**src/rtl/core/sdeu_pkg.sv**
```systemverilog
// Shared types and constants for the digitizer event unroller.
package sdeu_pkg;

  // Default geometry of the digitizer and the spectrum pool
  localparam int unsigned CELL_COUNT_DEF     = 2560;
  localparam int unsigned KEPT_SAMPLES_DEF   = 2048;
  localparam int unsigned SPECTRUM_SLOTS_DEF = 2048;

  // Block layout
  localparam int unsigned HEADER_WORDS = 16;
  localparam int unsigned LANES        = 4;
  localparam int unsigned COLUMNS      = 128;
  localparam int unsigned COLUMN_CELLS = 20;

  localparam int unsigned POS_W = 14;
  localparam logic [POS_W-1:0] POS_MAX = '1;

  localparam int unsigned END_CELL_W = 12;
  localparam int unsigned QUEUE_DEPTH = 4;

  // Configuration port
  localparam int unsigned APB_ADDR_W = 3;
  localparam int unsigned APB_DATA_W = 32;
  localparam logic REG_SLOT_NUMBER = 1'b0;

  // Lane order on the board has its halves swapped: lanes 0,1 feed channels 2,3
  localparam logic [1:0] LANE_TO_CHANNEL [LANES] = '{2'd2, 2'd3, 2'd0, 2'd1};

  typedef enum logic [1:0] {
    KIND_WRITE     = 2'd0,
    KIND_CLEAR_CUR = 2'd1,
    KIND_CLEAR_ALL = 2'd2
  } kind_e;

  typedef enum logic [1:0] {
    CMD_EVENT  = 2'd0,
    CMD_COLUMN = 2'd1,
    CMD_SAMPLE = 2'd2
  } cmd_e;

  typedef struct packed {
    logic [15:0] word;
    logic        block_start;
  } in_t;

  typedef struct packed {
    kind_e       kind;
    logic [10:0] spectrum_index;
    logic [1:0]  channel;
    logic [10:0] bin;
    logic [15:0] value;
    logic        last;
  } out_t;

  // Work handed from the classifier to the executor
  typedef struct packed {
    cmd_e             op;
    logic [POS_W-1:0] rel;   // word position minus header, for samples
    logic [15:0]      word;
  } cmd_t;

endpackage

```
**src/rtl/core/sdeu_front.sv**
```systemverilog
// Front end: tracks the word position and classifies each word into a command.
module sdeu_front #(
  parameter int unsigned CELL_COUNT = sdeu_pkg::CELL_COUNT_DEF
) (
  input  logic           clk_i,
  input  logic           rst_ni,
  input  logic           in_valid_i,
  output logic           in_stall_o,
  input  sdeu_pkg::in_t  in_data_i,
  input  logic           full_i,
  output logic           push_o,
  output sdeu_pkg::cmd_t push_data_o
);
  import sdeu_pkg::*;

  localparam int unsigned SAMPLE_END = HEADER_WORDS + LANES * CELL_COUNT;

  logic [POS_W-1:0] pos_q, pos_d, pos;
  logic             ev_q, ev_d;
  logic             accept;

  assign in_stall_o = full_i;
  assign accept     = in_valid_i && !full_i;
  assign pos        = in_data_i.block_start ? '0 : pos_q;

  always_comb begin
    pos_d       = pos_q;
    ev_d        = ev_q;
    push_o      = 1'b0;
    push_data_o = '{op: CMD_EVENT, rel: '0, word: in_data_i.word};
    if (accept && (pos != POS_MAX)) begin
      pos_d = pos + POS_W'(1);
      if (pos == '0) begin
        ev_d   = in_data_i.word[0];
        push_o = in_data_i.word[0];
      end else if (pos == POS_W'(2)) begin
        push_o         = 1'b1;
        push_data_o.op = CMD_COLUMN;
      end else if ((pos >= POS_W'(HEADER_WORDS)) && (32'(pos) < SAMPLE_END) && ev_q) begin
        push_o          = 1'b1;
        push_data_o.op  = CMD_SAMPLE;
        push_data_o.rel = pos - POS_W'(HEADER_WORDS);
      end
    end else if (accept) begin
      // saturated position: word ignored, position holds
      pos_d = pos;
    end
  end

  always_ff @(posedge clk_i or negedge rst_ni) begin
    if (!rst_ni) begin
      pos_q <= '0;
      ev_q  <= 1'b0;
    end else begin
      pos_q <= pos_d;
      ev_q  <= ev_d;
    end
  end

endmodule

```
**src/rtl/core/sdeu_queue.sv**
```systemverilog
// Short command queue between the front end and the executor.
module sdeu_queue (
  input  logic           clk_i,
  input  logic           rst_ni,
  input  logic           push_i,
  input  sdeu_pkg::cmd_t push_data_i,
  output logic           full_o,
  output logic           head_valid_o,
  output sdeu_pkg::cmd_t head_o,
  input  logic           pop_i
);
  import sdeu_pkg::*;

  localparam int unsigned PTR_W = (QUEUE_DEPTH > 1) ? $clog2(QUEUE_DEPTH) : 1;
  localparam int unsigned CNT_W = $clog2(QUEUE_DEPTH + 1);

  cmd_t             mem_q [QUEUE_DEPTH];
  logic [PTR_W-1:0] wr_q, rd_q;
  logic [CNT_W-1:0] cnt_q;
  logic             do_push, do_pop;

  assign full_o       = (cnt_q == CNT_W'(QUEUE_DEPTH));
  assign head_valid_o = (cnt_q != '0);
  assign head_o       = mem_q[rd_q];
  assign do_push      = push_i && !full_o;
  assign do_pop       = pop_i && head_valid_o;

  always_ff @(posedge clk_i) begin
    if (do_push) begin
      mem_q[wr_q] <= push_data_i;
    end
  end

  always_ff @(posedge clk_i or negedge rst_ni) begin
    if (!rst_ni) begin
      wr_q  <= '0;
      rd_q  <= '0;
      cnt_q <= '0;
    end else begin
      if (do_push) begin
        wr_q <= (wr_q == PTR_W'(QUEUE_DEPTH - 1)) ? '0 : wr_q + PTR_W'(1);
      end
      if (do_pop) begin
        rd_q <= (rd_q == PTR_W'(QUEUE_DEPTH - 1)) ? '0 : rd_q + PTR_W'(1);
      end
      if (do_push && !do_pop) begin
        cnt_q <= cnt_q + CNT_W'(1);
      end else if (do_pop && !do_push) begin
        cnt_q <= cnt_q - CNT_W'(1);
      end
    end
  end

endmodule

```
**src/rtl/core/sdeu_back.sv**
```systemverilog
// Back end: executes commands, keeps end cell and spectrum slot, drives results.
module sdeu_back #(
  parameter int unsigned CELL_COUNT     = sdeu_pkg::CELL_COUNT_DEF,
  parameter int unsigned KEPT_SAMPLES   = sdeu_pkg::KEPT_SAMPLES_DEF,
  parameter int unsigned SPECTRUM_SLOTS = sdeu_pkg::SPECTRUM_SLOTS_DEF
) (
  input  logic           clk_i,
  input  logic           rst_ni,
  input  logic           head_valid_i,
  input  sdeu_pkg::cmd_t head_i,
  output logic           pop_o,
  input  logic [7:0]     slot_i,
  output logic           out_valid_o,
  input  logic           out_stall_i,
  output sdeu_pkg::out_t out_data_o
);
  import sdeu_pkg::*;

  localparam int unsigned SPEC_W = (SPECTRUM_SLOTS > 1) ? $clog2(SPECTRUM_SLOTS) : 1;
  // raw end cell stays below 4096, so the quotient by CELL_COUNT >= 128 fits 5 bits
  localparam int unsigned MOD_STEPS = 5;
  localparam int unsigned RAW_W = 17;

  logic [END_CELL_W-1:0] end_q, end_d;
  logic [SPEC_W-1:0]     spec_q, spec_d;
  logic [SPEC_W:0]       nx;
  logic                  wrap;
  logic                  started_q, started_d;
  logic                  phase_q, phase_d;   // clear-all sent, clear-current pending
  logic                  out_valid_q, can_out, emit;
  out_t                  out_q, res;

  logic [7:0]            col_span;
  logic [RAW_W-1:0]      rem;
  logic [END_CELL_W-1:0] cell_idx;
  logic [1:0]            lane;
  logic [END_CELL_W:0]   bin_w;
  logic                  keep;

  assign can_out     = !out_valid_q || !out_stall_i;
  assign out_valid_o = out_valid_q;
  assign out_data_o  = out_q;

  assign nx   = {1'b0, spec_q} + (SPEC_W + 1)'(1);
  assign wrap = (nx >= (SPEC_W + 1)'(SPECTRUM_SLOTS));

  // end cell = (20*(128 - column) + slot + 1) mod CELL_COUNT, by restoring subtracts
  assign col_span = 8'(COLUMNS) - {1'b0, head_i.word[6:0]};
  always_comb begin
    rem = RAW_W'(col_span) * RAW_W'(COLUMN_CELLS) + RAW_W'(slot_i) + RAW_W'(1);
    for (int k = MOD_STEPS - 1; k >= 0; k--) begin
      if (rem >= RAW_W'(CELL_COUNT << k)) begin
        rem = rem - RAW_W'(CELL_COUNT << k);
      end
    end
  end

  assign cell_idx = head_i.rel[POS_W-1:2];
  assign lane     = head_i.rel[1:0];
  assign bin_w    = (cell_idx >= end_q) ? {1'b0, cell_idx - end_q}
                  : {1'b0, cell_idx} + (END_CELL_W + 1)'(CELL_COUNT) - {1'b0, end_q};
  assign keep     = (bin_w < (END_CELL_W + 1)'(KEPT_SAMPLES));

  always_comb begin
    pop_o     = 1'b0;
    emit      = 1'b0;
    end_d     = end_q;
    spec_d    = spec_q;
    started_d = started_q;
    phase_d   = phase_q;
    res       = '0;
    res.spectrum_index = 11'(spec_q);
    res.last  = 1'b1;
    if (head_valid_i) begin
      case (head_i.op)
        CMD_COLUMN: begin
          pop_o = 1'b1;
          end_d = rem[END_CELL_W-1:0];
        end
        CMD_SAMPLE: begin
          if (keep) begin
            emit        = 1'b1;
            pop_o       = can_out;
            res.kind    = KIND_WRITE;
            res.channel = LANE_TO_CHANNEL[lane];
            res.bin     = bin_w[10:0];
            res.value   = head_i.word;
          end else begin
            pop_o = 1'b1;
          end
        end
        CMD_EVENT: begin
          emit     = 1'b1;
          res.kind = KIND_CLEAR_CUR;
          if (can_out) begin
            if (!started_q) begin
              started_d          = 1'b1;
              spec_d             = '0;
              res.spectrum_index = '0;
              pop_o              = 1'b1;
            end else if (phase_q) begin
              phase_d = 1'b0;
              pop_o   = 1'b1;
            end else if (wrap) begin
              spec_d             = '0;
              phase_d            = 1'b1;
              res.kind           = KIND_CLEAR_ALL;
              res.spectrum_index = '0;
              res.last           = 1'b0;
            end else begin
              spec_d             = nx[SPEC_W-1:0];
              res.spectrum_index = 11'(nx[SPEC_W-1:0]);
              pop_o              = 1'b1;
            end
          end
        end
        default: begin
          pop_o = 1'b1;
        end
      endcase
    end
  end

  always_ff @(posedge clk_i) begin
    if (emit && can_out) begin
      out_q <= res;
    end
  end

  always_ff @(posedge clk_i or negedge rst_ni) begin
    if (!rst_ni) begin
      end_q       <= '0;
      spec_q      <= '0;
      started_q   <= 1'b0;
      phase_q     <= 1'b0;
      out_valid_q <= 1'b0;
    end else begin
      end_q     <= end_d;
      spec_q    <= spec_d;
      started_q <= started_d;
      phase_q   <= phase_d;
      if (can_out) begin
        out_valid_q <= emit;
      end
    end
  end

endmodule

```
**src/rtl/core/sca_digitizer_event_unroller.sv**
```systemverilog
// Digitizer event unroller: one input word per cycle; the front end tracks the
// word position and classifies each word, a four-entry command queue decouples
// it from the executor, which realigns samples to trigger-relative bins and
// issues spectrum clears. Sustained rate is one word per cycle unless the queue
// fills or the output stalls; an event header that wraps the spectrum slot gives
// two results, which the queue absorbs. An accepted word's result is registered
// in a queue entry, then in the output register. No clearing pass after reset.
// The slot number register sits at byte address 0 of the APB port.
module sca_digitizer_event_unroller #(
  parameter int unsigned CELL_COUNT     = sdeu_pkg::CELL_COUNT_DEF,
  parameter int unsigned KEPT_SAMPLES   = sdeu_pkg::KEPT_SAMPLES_DEF,
  parameter int unsigned SPECTRUM_SLOTS = sdeu_pkg::SPECTRUM_SLOTS_DEF
) (
  input  logic                            clk_i,
  input  logic                            rst_ni,
  input  logic                            in_valid_i,
  output logic                            in_stall_o,
  input  sdeu_pkg::in_t                   in_data_i,
  output logic                            out_valid_o,
  input  logic                            out_stall_i,
  output sdeu_pkg::out_t                  out_data_o,
  input  logic                            psel,
  input  logic                            penable,
  input  logic                            pwrite,
  input  logic [sdeu_pkg::APB_ADDR_W-1:0] paddr,
  input  logic [sdeu_pkg::APB_DATA_W-1:0] pwdata,
  output logic [sdeu_pkg::APB_DATA_W-1:0] prdata,
  output logic                            pready
);
  import sdeu_pkg::*;

  logic [7:0] slot_q;
  logic       push, full, head_valid, pop;
  cmd_t       push_data, head;

  assign pready = 1'b1;
  assign prdata = (paddr[2] == REG_SLOT_NUMBER) ? APB_DATA_W'(slot_q) : '0;

  always_ff @(posedge clk_i or negedge rst_ni) begin
    if (!rst_ni) begin
      slot_q <= '0;
    end else if (psel && penable && pwrite && pready && (paddr[2] == REG_SLOT_NUMBER)) begin
      slot_q <= pwdata[7:0];
    end
  end

  sdeu_front #(
    .CELL_COUNT(CELL_COUNT)
  ) u_front (
    .clk_i      (clk_i),
    .rst_ni     (rst_ni),
    .in_valid_i (in_valid_i),
    .in_stall_o (in_stall_o),
    .in_data_i  (in_data_i),
    .full_i     (full),
    .push_o     (push),
    .push_data_o(push_data)
  );

  sdeu_queue u_queue (
    .clk_i       (clk_i),
    .rst_ni      (rst_ni),
    .push_i      (push),
    .push_data_i (push_data),
    .full_o      (full),
    .head_valid_o(head_valid),
    .head_o      (head),
    .pop_i       (pop)
  );

  sdeu_back #(
    .CELL_COUNT    (CELL_COUNT),
    .KEPT_SAMPLES  (KEPT_SAMPLES),
    .SPECTRUM_SLOTS(SPECTRUM_SLOTS)
  ) u_back (
    .clk_i       (clk_i),
    .rst_ni      (rst_ni),
    .head_valid_i(head_valid),
    .head_i      (head),
    .pop_o       (pop),
    .slot_i      (slot_q),
    .out_valid_o (out_valid_o),
    .out_stall_i (out_stall_i),
    .out_data_o  (out_data_o)
  );

endmodule

```
**config.mk**
```make
export PLATFORM = sky130hd
export DESIGN_NAME = sca_digitizer_event_unroller
export DESIGN_NICKNAME = d
export VERILOG_FILES = /design/src/rtl/core/sdeu_pkg.sv /design/src/rtl/core/sdeu_front.sv /design/src/rtl/core/sdeu_queue.sv /design/src/rtl/core/sdeu_back.sv /design/src/rtl/core/sca_digitizer_event_unroller.sv
export SDC_FILE = /design/constraint.sdc
export NUM_CORES = 1
export LEC_CHECK = 0
export BUFFER_PORTS_ARGS = -buffer_cell sky130_fd_sc_hd__buf_2
export CAP_MARGIN = 10
export CORE_ASPECT_RATIO = 1.4
export CORE_MARGIN = 3
export CORE_UTILIZATION = 45
export DETAILED_ROUTE_END_ITERATION = 12
export PLACE_DENSITY = 0.68
export SYNTH_ARGS = -nofsm -noshare
export SYNTH_HDL_FRONTEND = slang
export SYNTH_SLANG_ARGS = --single-unit
```
**constraint.sdc**
```tcl
create_clock -name clk_i -period 13.3 [get_ports clk_i]
set_input_delay 0 -clock clk_i [delete_from_list [all_inputs] [get_ports clk_i]]
set_output_delay 0 -clock clk_i [all_outputs]
set_load 0.03 [all_outputs]
```
# [Word-level counts from Yosys, hierarchy flattened]
# Memories as Yosys holds them, arrays and structs flattened.
# Index checks and enable logic that the tools add are counted.
[classes] n_lt_le_gt_ge=11 div=0 eq_ne=8 n_shift=0 n_bitwise=6 reduce_logical=31 n_mux=54 addsub=18 multipliers=1
[op_table] op="two-way mux 17 bit" n=4
[op_table] op="two-way mux 29 bit" n=2
[op_table] op="two-way mux 14 bit" n=4
[op_table] op="two-way mux 11 bit" n=5
[op_table] op="two-way mux 16 bit" n=3
[op_table] op="two-way mux 41 bit" n=1
[op_table] op="two-way mux 13 bit" n=3
[op_table] op="two-way mux 1 bit" n=18
[op_table] op="adder 17 x 1 -> 17 bit, second input constant" n=1
[op_table] op=">= comparator 17 x 12 -> 1 bit, second input constant" n=1
[op_table] op=">= comparator 17 x 13 -> 1 bit, second input constant" n=1
[op_table] op=">= comparator 17 x 14 -> 1 bit, second input constant" n=1
[op_table] op=">= comparator 17 x 15 -> 1 bit, second input constant" n=1
[op_table] op=">= comparator 17 x 16 -> 1 bit, second input constant" n=1
[op_table] op="subtractor 17 x 13 -> 17 bit, second input constant" n=1
[op_table] op="subtractor 17 x 14 -> 17 bit, second input constant" n=1
[op_table] op="subtractor 17 x 15 -> 17 bit, second input constant" n=1
[op_table] op="subtractor 17 x 16 -> 17 bit, second input constant" n=1
[op_table] op="adder 13 x 8 -> 14 bit" n=1
[op_table] op="adder 14 x 1 -> 14 bit, second input constant" n=1
[op_table] op="== test 14 x 2 -> 1 bit, second input constant" n=1
[op_table] op=">= comparator 14 x 5 -> 1 bit, second input constant" n=1
[op_table] op="logical NOT 14 bit" n=1
[op_table] op="less-than comparator 14 bit, second input constant" n=1
[op_table] op="38 further kinds" n=73
[word_totals] latch_bits=0 ramBits=128 memories=1 romBits=0 out_inout_bits=78 regBits=99
[memory_table] name="u_queue.mem_q" words=4 word_bits=32 rd=1 rd_clocked_by_memory_dff=0 wr=1 line="sdeu_queue.sv:17" rtl="cmd_t mem_q [QUEUE_DEPTH];"

# [Depth between registers and ports, before layout]
# An unclocked memory read counts as a cell.
[depth] ltp_word=15 mapped_depth=26

# [Cells and area by module]
# A second synthesis with hierarchy kept.
[hier_totals] cells_unflattened=990 hier_area_um2=12420.7
[modules_own_cells] module="sdeu_queue" area_each_um2=5124.9 seq_area_each_um2=4018.9 instances=1 cells_per_inst=205
[modules_own_cells] module="sdeu_back" area_each_um2=5111.2 seq_area_each_um2=1941.9 instances=1 cells_per_inst=537
[modules_own_cells] module="sdeu_front" area_each_um2=1605.3 seq_area_each_um2=375.4 instances=1 cells_per_inst=196
[modules_own_cells] module="sca_digitizer_event_unroller" area_each_um2=579.3 seq_area_each_um2=200.2 instances=1 cells_per_inst=52

# [Least setup slack after synthesis]
# Ideal clock, no wire load.
[synth_timing] kind="reg-to-reg" from="register u_queue.rd_q[0]" to="register u_back.out_q, in the netlist u_back.out_data_o[0] (enable)" required_ns=12.842 arrival_time_ns=6.890 path_slack_ns=5.952 stages_incl_launch_ff=18 setup_ns=0.458 cell_sequence="dfrtp_1 buf_6 buf_8 clkbuf_1 clkbuf_1 mux4_2 ha_1 ha_1 fa_1 nand2b_1 a21oi_1 o21ai_0 a21oi_1 o2111a_1 or3_1 a211oi_1 o21ai_0 a21oi_1"
[synth_via] elab_chain_len=9 elab_cells_between_ends=13 classes_between="3 x add/sub; 2 x order compare; 1 x eq/ne; 4 x mux; 2 x reduce/logical; 1 x memory"
[synth_lines] item="start: declaration" line="sdeu_queue.sv:18" rtl="logic [PTR_W-1:0] wr_q, rd_q;"
[synth_lines] item="start signal: assignment" line="sdeu_queue.sv:44" rtl="rd_q <= (rd_q == PTR_W'(QUEUE_DEPTH - 1)) ? '0 : rd_q + PTR_W'(1);"
[synth_lines] item="memory (4 x 32 bit) *"
[synth_lines] item="adder 12 x 12 -> 13 bit" line="sdeu_back.sv:61" rtl=": {1'b0, cell_idx} + (END_CELL_W + 1)'(CELL_COUNT) - {1'b0, end_q};"
[synth_lines] item="subtractor 13 x 12 -> 13 bit" line="sdeu_back.sv:61"
[synth_lines] item="two-way mux 13 bit" line="sdeu_back.sv:60" rtl="assign bin_w = (cell_idx >= end_q) ? {1'b0, cell_idx - end_q}"
[synth_lines] item="less-than comparator 13 x 12 -> 1 bit" line="sdeu_back.sv:62" rtl="assign keep = (bin_w < (END_CELL_W + 1)'(KEPT_SAMPLES));"
[synth_lines] item="two-way mux 1 bit" line="sdeu_back.sv:81" rtl="if (keep) begin"
[synth_lines] item="case mux 1 bit (2 select lines) *" line="sdeu_back.sv:75" rtl="case (head_i.op)"
[synth_lines] item="two-way mux 1 bit *" line="sdeu_back.sv:74" rtl="if (head_valid_i) begin"
[synth_lines] item="logical AND 1 bit *" line="sdeu_back.sv:125" rtl="if (emit && can_out) begin"
[synth_lines] item="end signal: assignment" line="sdeu_back.sv:126" rtl="out_q <= res;"
[synth_lines] item="end: declaration" line="sdeu_back.sv:31" rtl="out_t out_q, res;"
# Mark *: on every way between the ends. The rest lies on a longest branch, timed or not.
# A chain may end at the register's enable or synchronous reset.

==> impl_metrics.json <==
{
  "layout_commonest_cell": "edfxtp_1",
  "layout_common_cells": "edfxtp_1 (171), nor2_1 (86), buf_2 (85)",
  "io_pins": 137,
  "busiest_layer": "met2",
  "ys.flop_type": "edfxtp_1",
  "ys_async_sr_fraction": 0.247,
  "avgSynthCellArea_sq_um": 11.9,
  "drc": 0,
  "maxCapViolCount": 0,
  "die_w_um": 146,
  "grt_util_all_layers": 0.162,
  "skew_ns": 0.0234,
  "worstMarginPinSlew_ns": 0.846,
  "post-place-ws_ns": 6.36,
  "drtAntennaViolNets": 0,
  "dr.pass1.iters": 4,
  "fin_tns_setup_ns": 0,
  "cts_hold_buf": 27,
  "rsz0062_at_grt": "no",
  "hpwl_mm": 16.5,
  "gr-total-overflow": 0,
  "ys_ff_latch": 227,
  "syn_to_final_growth_pct": 14.0,
  "clock-root-buffer": "clkbuf_16",
  "relSlewSlack": 0.432,
  "yosysWarnings": 0,
  "die_area_sq_um": 29300,
  "path_max_fanout": 43,
  "path_delay_family": "compound AO/OA/AOI/OAI gates",
  "cts.sinks": 227,
  "wirelength_mm": 23.8,
  "critPathKind": "reg2reg",
  "required_ns": 13.69,
  "cts_setup_buffers": 0,
  "wl_per_cell_um": 15.6,
  "clock.fmax_mhz": 144,
  "die_h_um": 201,
  "fin_crit_sh": 0.522,
  "cp_num_buf_inv": 3,
  "status": "completed",
  "grt_use_met3": 0.0205,
  "netlist_instances": 1029,
  "antenna_found_initial": 0,
  "diodes": 0,
  "synth_cell_types": 76,
  "grt_max_degree": 57,
  "cp.arrival_ns": 7.33,
  "drtIter0Drc": 412,
  "coreArea_sq_um": 26500,
  "place_congestion": 0.839,
  "ys_seq_area_frac": 0.532,
  "grt_pass1_wl_mm": 39.7,
  "setup_viol": 0,
  "cpMaxStageDelayCell": "a221oi_1",
  "cp-start-kind": "flop",
  "hold_violations": 0,
  "layout_min_cycle_time_ns": 6.94,
  "numPortBuffers": 85,
  "drive_above_1_share": 0.171,
  "cts.htree.levels": 1,
  "synth-edff-count": 171,
  "vias": 7973,
  "timing.final.ws_setup_ns": 6.36,
  "grt_pass1_vias": 8217,
  "cpPeakStageDelay_ns": 0.64,
  "path_clk_slew_ns": 0.06,
  "viasPerCell": 5.24,
  "met1_usage": 0.187,
  "hold_path.class": "in2reg",
  "grt_use_met2": 0.312,
  "r2r_setup_slack_ns": 6.36,
  "numCtsBuffers": 23,
  "cp_common_cell": "ha_1",
  "drv_slew": 0,
  "synthesis.area_sq_um": 12300,
  "nNetsFinal": 1277,
  "cts-resized-gates": 0,
  "cts_tree": "done",
  "row_count": 70,
  "crit_path_end_kind": "flop",
  "clockBufferDepth": 3,
  "clk_latency_ns": 0.52,
  "initial_core_util": 0.463
}
==> per-layer routing <==
| layer | vias up | wire length [um] | part of all wire |
|---|---|---|---|
| li1 | 3930 | - | - |
| met1 | 3891 | 9590 | 0.40 |
| met2 | 117 | 13000 | 0.55 |
| met3 | 35 | 627 | 0.026 |
| met4 | 0 | 549 | 0.023 |
| met5 | - | 0 | 0 |
==> state kept, by name (all words and copies together), names as in the netlist, 2 cells and up <==
signal and cells:
u_back.end_q 12, u_queue.mem_q 128, u_front.pos_q 14, u_queue.wr_q 2, u_back.out_data_o 43, slot_q 8
u_back.spec_q 11, u_queue.cnt_q 3, u_queue.rd_q 2
==> through the flow <==
stage          instance area [sq um]  utilization  hold slack, ns  instances
6_report                       14000        0.528          0.0358       1523
5_1_grt                        14000        0.528          0.0705       1523
3_3_place_gp                   13000        0.491           0.213       1454
4_1_cts                        14000        0.528          0.0215       1523
2_1_floorplan                  12400            -          -0.296       1052
3_5_place_dp                   13000        0.491           0.214       1454
==> worst min-delay path, cell delays in order <==
cell and delay (ns):
buf_2 0.28, nand3_1 0.13, o21ai_0 0.07
==> synthesized netlist by cell type, types with 7 or more instances <==
master	instances	area (sq um)
nand2b_1	12	75.1
nor2b_1	29	181
a22o_1	10	87.6
nor3b_1	8	60.1
mux4_2	28	631
o21a_1	7	52.6
edfxtp_1	171	5130
buf_4	26	195
o21ai_0	43	215
nor3_1	18	90.1
nand3_1	28	140
nand2_1	79	297
nor2_1	86	323
xor2_1	23	201
a21oi_1	59	295
a211oi_1	7	52.6
clkbuf_1	24	90.1
or3_1	10	62.6
fa_1	14	280
xnor2_1	28	245
nand4_1	9	56.3
mux2_2	18	203
ha_1	58	726
inv_1	73	274
dfrtp_1	56	1400
or2_2	7	43.8
==> cell type report <==
cell class,count,area [sq um]
fill,2276,12500
timing repair buffer,123,778
clock inverter,17,101
clock buffer,25,593
tap,360,450
inverter,73,274
sequential,227,6540
multi-input combinational,698,5270
==> kinds of logic after synthesis <==
| group | Yosys count | share of synthesized area |
|---|---|---|
| AO/OA/AOI/OAI | 183 | 0.0960 |
| XOR/XNOR | 52 | 0.0382 |
| adder cells (fa/ha/maj) | 73 | 0.0827 |
| buffers and inverters | 127 | 0.0484 |
| flip-flops | 227 | 0.532 |
| multiplexers | 54 | 0.0783 |
| other | 2 | 0.000611 |
| AND/OR/NAND/NOR | 311 | 0.124 |
==> path summary, 6_finish.rpt <==
| check | startpoint | end | depth (start not counted) |
|---|---|---|---|
| worst min register to register | u_back.end_q[0] | u_back.end_q[0] | 2 |
| worst max register to register | u_queue.rd_q[1] | u_back.end_q[10] | 25 |
| min in group asynchronous | rst_ni | u_back.end_q[6] | 3 |
| worst min-delay path | in_data_i[0] | u_front.pos_q[5] | 3 |
| worst max-delay path | u_queue.rd_q[1] | u_back.end_q[10] | 25 |
| max in group asynchronous | rst_ni | u_queue.rd_q[0] | 3 |
Power is left out: the tool's default activity adds up to more than one toggle a clock period on the data nets, which glitch-free logic cannot reach.
